==> src/hdl/dem_hillshade_normal_map_defines.svh <==
// ----------------------------------------------------------------------------
// Hillshade normal map: assertion macros
// Used by the module that carries concurrent checks (dhnm_queue).
// ----------------------------------------------------------------------------
`ifndef DEM_HILLSHADE_NORMAL_MAP_DEFINES_SVH
`define DEM_HILLSHADE_NORMAL_MAP_DEFINES_SVH

// same-cycle implication, clocked on clk, off during reset
`define DHNM_ASSERT_NOW(lbl, ante, cons, msg) \
  lbl: assert property (@(posedge clk) disable iff (!rst_n) (ante) |-> (cons)) \
    else $error(msg);

// next-cycle implication, clocked on clk, off during reset
`define DHNM_ASSERT_NEXT(lbl, ante, cons, msg) \
  lbl: assert property (@(posedge clk) disable iff (!rst_n) (ante) |=> (cons)) \
    else $error(msg);

`endif

==> src/hdl/dhnm_pkg.sv <==
// ----------------------------------------------------------------------------
// dhnm_pkg
// Constants, widths and the quad record shared by the hillshade modules.
// ----------------------------------------------------------------------------
package dhnm_pkg;

  localparam int GRID_POINTS = 1201;
  localparam int FRAC_BITS   = 14;

  localparam int ADDR_W   = $clog2(GRID_POINTS);
  localparam int COORD_W  = 12;
  localparam int HEIGHT_W = 16;
  localparam int CHAN_W   = 8;
  localparam int COLOR_W  = 3 * CHAN_W;
  localparam int SAMPLE_W = HEIGHT_W + COLOR_W;

  // vector magnitudes are scaled up until the largest reaches 2^NORM_TOP
  localparam int NORM_TOP = 24;
  localparam int MAG_W    = NORM_TOP + 1;
  localparam int SUM_W    = 2 * MAG_W + 2;
  localparam int ROOT_W   = SUM_W / 2;
  localparam int DEN_W    = ROOT_W;
  localparam int NUM_W    = MAG_W + FRAC_BITS;

  localparam int UNIT_W = FRAC_BITS + 1;  // 0 .. ONE
  localparam int N_W    = FRAC_BITS + 2;  // signed -ONE .. ONE
  localparam int V_W    = ((HEIGHT_W > N_W) ? HEIGHT_W : N_W) + 1;
  localparam int TM_W   = FRAC_BITS + 2;  // |nx - ny + nz| <= 3*ONE

  localparam logic [UNIT_W-1:0] ONE_Q = UNIT_W'(1) << FRAC_BITS;
  localparam int Z_SPACING   = 90;
  localparam int QUEUE_DEPTH = 2;

  typedef struct packed {
    logic [HEIGHT_W-1:0] z00;
    logic [HEIGHT_W-1:0] z01;
    logic [HEIGHT_W-1:0] z10;
    logic [HEIGHT_W-1:0] z11;
    logic [COLOR_W-1:0]  base;
    logic [COORD_W-1:0]  row;
    logic [COORD_W-1:0]  col;
    logic                last;
  } quad_t;

endpackage

==> src/hdl/dhnm_queue.sv <==
// ----------------------------------------------------------------------------
// dhnm_queue
// Short FIFO of quad records between the front and the shading engine.
// ----------------------------------------------------------------------------
`include "dem_hillshade_normal_map_defines.svh"

module dhnm_queue (
  input  logic            clk,
  input  logic            rst_n,
  input  logic            push,
  input  dhnm_pkg::quad_t push_data,
  input  logic            pop,
  output dhnm_pkg::quad_t head,
  output logic            full,
  output logic            empty
);
  import dhnm_pkg::*;

  localparam int PTR_W = (QUEUE_DEPTH > 1) ? $clog2(QUEUE_DEPTH) : 1;
  localparam int CNT_W = $clog2(QUEUE_DEPTH + 1);

  quad_t            slot_r [QUEUE_DEPTH];
  logic [PTR_W-1:0] wr_ptr_r;
  logic [PTR_W-1:0] rd_ptr_r;
  logic [CNT_W-1:0] count_r;

  assign full  = (count_r == CNT_W'(QUEUE_DEPTH));
  assign empty = (count_r == '0);
  assign head  = slot_r[rd_ptr_r];

  always_ff @(posedge clk) begin
    if (push) slot_r[wr_ptr_r] <= push_data;
  end

  always_ff @(posedge clk) begin
    if (!rst_n) begin
      wr_ptr_r <= '0;
      rd_ptr_r <= '0;
      count_r  <= '0;
    end else begin
      if (push) begin
        wr_ptr_r <= (wr_ptr_r == PTR_W'(QUEUE_DEPTH - 1)) ? '0 : wr_ptr_r + 1'b1;
      end
      if (pop) begin
        rd_ptr_r <= (rd_ptr_r == PTR_W'(QUEUE_DEPTH - 1)) ? '0 : rd_ptr_r + 1'b1;
      end
      if (push && !pop) count_r <= count_r + 1'b1;
      else if (pop && !push) count_r <= count_r - 1'b1;
    end
  end

  `DHNM_ASSERT_NOW(a_no_overflow, push, !full || pop, "quad pushed into a full queue")
  `DHNM_ASSERT_NOW(a_no_underflow, pop, !empty, "quad popped from an empty queue")
  `DHNM_ASSERT_NEXT(a_count_up, rst_n && push && !pop, count_r == $past(count_r) + 1'b1, "queue count did not follow a push")

endmodule

==> config.mk <==
export PLATFORM = sky130hd
export DESIGN_NAME = dhnm_queue
export DESIGN_NICKNAME = d
export VERILOG_FILES = /design/src/hdl/dhnm_pkg.sv /design/src/hdl/dhnm_queue.sv
export VERILOG_INCLUDE_DIRS = /design/src /design/src/hdl
export SDC_FILE = /design/constraint.sdc
export NUM_CORES = 1
export LEC_CHECK = 0
export BUFFER_PORTS_ARGS = -buffer_cell sky130_fd_sc_hd__buf_2
export CAP_MARGIN = 20
export CORE_MARGIN = 8
export CORE_UTILIZATION = 44
export DETAILED_ROUTE_END_ITERATION = 16
export PLACE_DENSITY = 0.69
export SETUP_SLACK_MARGIN = 0.1
export SYNTH_ARGS = -nofsm -noshare
export SYNTH_HDL_FRONTEND = slang
export SYNTH_SLANG_ARGS = --single-unit
==> constraint.sdc <==
create_clock -name clk -period 12.5 [get_ports clk]
set_input_delay 0 -clock clk [delete_from_list [all_inputs] [get_ports clk]]
set_output_delay 0 -clock clk [all_outputs]
set_load 0.05 [all_outputs]
-- Word level (Yosys, flattened, before mapping)
Memory sizes are Yosys's and may differ from the RTL's. A register that Yosys moved wholly into a read port is not among the register bits.
Index checks and enable logic that the tools add are counted.
- memory bits (writable): 226
- word-level logic and storage cells: 23
- register bits: 4
- memories: 1
- output and inout bits: 115
- memories (memory ; depth ; width ; read ports ; clocked after Yosys merged registers in ; wr ports ; RTL line ; text):
    slot_r ; 2 ; 113 ; 1 ; 1 ; 1 ; dhnm_queue.sv:22 ; quad_t slot_r [QUEUE_DEPTH];
- eq/ne operators: 1
- reduce and logical (&&, ||, !) cells: 6
- multiplexer cells: 8
- $add $sub $neg: 4
- operators by type and width (cell ; number):
    $mux 1 ; 6
    $mux 2 ; 2
    $add 1x1->1 const B ; 2
    $add 2x1->2 const B ; 1
    $eq 2x2->1 const B ; 1
    $logic_and 1x1->1 ; 2
    $logic_not 1->1 ; 2
    $logic_not 2->1 ; 1
    $reduce_bool 2->1 ; 1
    $sub 2x1->2 const B ; 1

-- Depth between registers and ports, before layout
- depth after elaboration: 4
- depth in mapped cells: 5
- gate-level depth less buffers: 5

-- Worst setup path before layout
No wires, ideal clock.
- path type: register to register
- start: register wr_ptr_r
- end: memory slot_r[0][0] (netlist bit), enable pin
- arrival time: 5.312 ns
- data required time: 11.900 ns
- stages on the path, launching flop included: 2
- period minus slack after synthesis: 5.912 ns
- path slack: 6.588 ns
- library setup time: 0.600 ns
- path through: dfxtp_1 -> nor2b_1
- RTL lines (what ; RTL line ; text):
    start: declaration ; dhnm_queue.sv:23 ; logic [PTR_W-1:0] wr_ptr_r;
    start signal: assignment ; dhnm_queue.sv:42 ; wr_ptr_r <= (wr_ptr_r == PTR_W'(QUEUE_DEPTH - 1)) ? '0 : wr_ptr_r + 1'b1;
    end: declaration ; dhnm_queue.sv:22 ;
No word-level cell before the write port.

==> impl_metrics.csv <==
group,metric,value,unit
status,outcome,"finished, final reports clean",
power,swShare,26.4,%
synth,synth_area_leader_cell,"edfxtp_1",
route,dr.first_iter.drc_count,200,
power,p_clk_share,35.2,%
synth,ys_types,18,
clock_network,numCtsBuffers,24,
critical_path,critical_path_arrival,3.00,ns
power,power.density,160,nW/um^2
synth,syn_nets,492,
floorplanning,die-area,24400,sq um
critical_path,required,12.50,ns
clock_network,cts-root-buf,"clkbuf_16",
synth,netlist_instances,374,
clock_network,ctsHoldBuffers,116,
flow_run,cap_viol_max_count,0,
finish,utilization,61.8,%
critical_path,path_class,"flop to output pin",
floorplanning,io_pins,232,
clock_network,cts_tree,"done",
sta,rsz0062_at_grt,"no",
grt,grt_pass1_wl,28200,microns
clock_network,postCtsResizedCells,0,
placement,hpwl,11400,microns
clock_network,post_cts_buffers,0,
clock_network,clockBufferDepth,3,
sta,period_share,24.0,%
sta,fmax,333,MHz
sta,fin_crit,3.00,ns
power,p_leak,0.00470,uW
synth,syn_area,8660,sq um
grt,grt_max_degree,68,
floorplanning,design.core.area,19400,sq um
placement,place_congestion,0.715,
route,dr.pass1.iters,4,
critical_path,path_max_fanout,57,
finish,final_net_count,856,
sta,max_slew_margin,33.0,%
sta,fin_hold_ws,0.0126,ns
power,peakVddDrop,0.119,mV
power,total_power,1920,uW
grt,grtUsageTotal,14.6,%
grt,grt-ovfl-total,0,
sta,worst_pin_slew,1.01,ns
sta,drv_slew,0,
clock_network,clock_sinks,231,
route,vias,4658,
synth,syn-mean-instance-area,23.2,sq um
power,internal_power,1410,uW
synth,synth-seq-cells,231,
power,p_comb_share,17.2,%
finish,syn2layout_area_growth,38.5,%
route,drc_errors,0,
synth,ys_seq_area_share,79.5,%
min_path,hp-class,"input pin to flop",
grt,grt_pass1_vias,5241,
critical_path,endpoint_kind,"output pin",
synth,ys.warnings.count,0,
sta,finalHoldViolCount,0,
sta,tns,0,ns
clock_network,clkTransAtPathRegs,0.06,ns
power,p_sw,507,uW
critical_path,cp-start-kind,"flop",
floorplanning,die_h,156,microns
synth,netlist.area_leader.share,78.3,%
route,antenna_left,0,
placement,io_buffers,231,
clock_network,h-tree-depth,1,
synth,synth.area.top_cells,"edfxtp_1 (78%), mux2_4 (12%), mux2_2 (5.6%), dfxtp_1 (1.2%), buf_6 (1.0%)",
route,wire_per_inst,18.2,microns
power,p_seq_share,47.6,%
grt,antenna_found_initial,1,
finish,drive_gt1_share,51.2,%
floorplanning,fp.dieW,156,microns
route,routed_via_density,4.56,
floorplanning,initial_core_util,44.7,%
route,routed_wl,18600,microns
clock_network,clk-insertion-delay-late,0.51,ns
sta,setup_violations,0,
floorplanning,fp-row-count,51,
sta,skew,0.0112,ns
[state kept, by name, indices dropped and copies added (netlist names), named ones only]
register	cells
count_r	2
slot_r	226
wr_ptr_r	1
rd_ptr_r	1
[worst paths after layout]
kind	start	to	slack (ns)	depth (start not counted)
max	flop	head[97]	9.50	3
min	push	count_r[1]	0.01	4
max reg2reg	wr_ptr_r	slot_r[1][62]	10.28	2
min reg2reg	count_r[1]	count_r[1]	0.51	2
[cell families (layout without fill, tap and decap cells)]
kind of cell	after synthesis	count (layout)	synth area share (%)
other cells	0	1	0
simple gates	9	9	0.621
compound gates	3	3	0.231
fa+ha+maj	1	1	0.144
mux	113	113	17.7
xor+xnor	3	3	0.303
buf+inv	14	396	1.49
flops	231	231	79.5
[cell usage after synthesis (all sizes together)]
cell and number:
and2 4, or3 1, ha 1, a21boi 1
xnor2 1, mux2 113, inv 1, o21a 1
buf 13, edfxtp 226, nor2b 3, dfxtp 5
nor2 1, o21ai 1, xor2 2
[worst max-delay path: stages, from the launching register on]
cell and delay, ns:
dfxtp_4 0.91, buf_4 0.90, mux2_2 0.42, buf_2 0.21
[cell type report]
cell class / instances / area [sq um]
repair buffers: 351 / 2350
well taps: 265 / 332
diodes: 1 / 2.50
clock buffers: 34 / 678
multi-input cells: 129 / 1660
flip-flops and latches: 231 / 6890
fillers: 1393 / 7400
clock inverters: 10 / 86.3
inverters: 1 / 3.75
[per-layer routing]
metal	GRT usage [%]	up-vias	wire (microns)
li1	-	2211	-
met1	16.7	2247	7270
met5	0	-	0
met4	3.62	0	304
met3	4.77	30	1580
met2	25.8	170	9420
[power groups by stage]
stage / Combinational, uW / Clock, uW / Sequential (uW)
final: 331 / 676 / 914
after CTS: 333 / 693 / 914
after global placement: 300 / 0 / 928
after global routing: 347 / 723 / 918
after floorplan: 242 / 0 / 924
after detailed placement: 303 / 0 / 931
[cells in the final DEF (no fill, tap or decap)]
master	n
buf_4	4
and2_1	3
nor2_1	1
dlygate4sd3_1	116
or3_1	1
mux2_2	43
xnor2_1	1
clkinv_8	1
clkinvlp_4	1
clkinv_1	2
clkinv_2	5
diode_2	1
mux2_4	70
clkbuf_8	4
nor2b_4	1
clkbuf_1	6
and2_4	1
inv_1	1
xor2_1	2
o21a_1	1
edfxtp_1	226
dfxtp_1	4
clkbuf_16	24
a21boi_1	1
bufinv_16	1
o21ai_0	1
buf_2	231
ha_1	1
dfxtp_4	1
nor2b_1	2
[metrics by stage]
step | instance area (sq um) | setup WS, ns | cells
detailed placement | 10100 | 9.95 | 861
floorplan | 8660 | 6.59 | 374
finish | 12000 | 9.50 | 1022
CTS | 12000 | 9.39 | 1021
global route | 12000 | 9.29 | 1022
global placement | 10100 | 9.99 | 861
No activity file was read; power rests on OpenSTA's default activity.
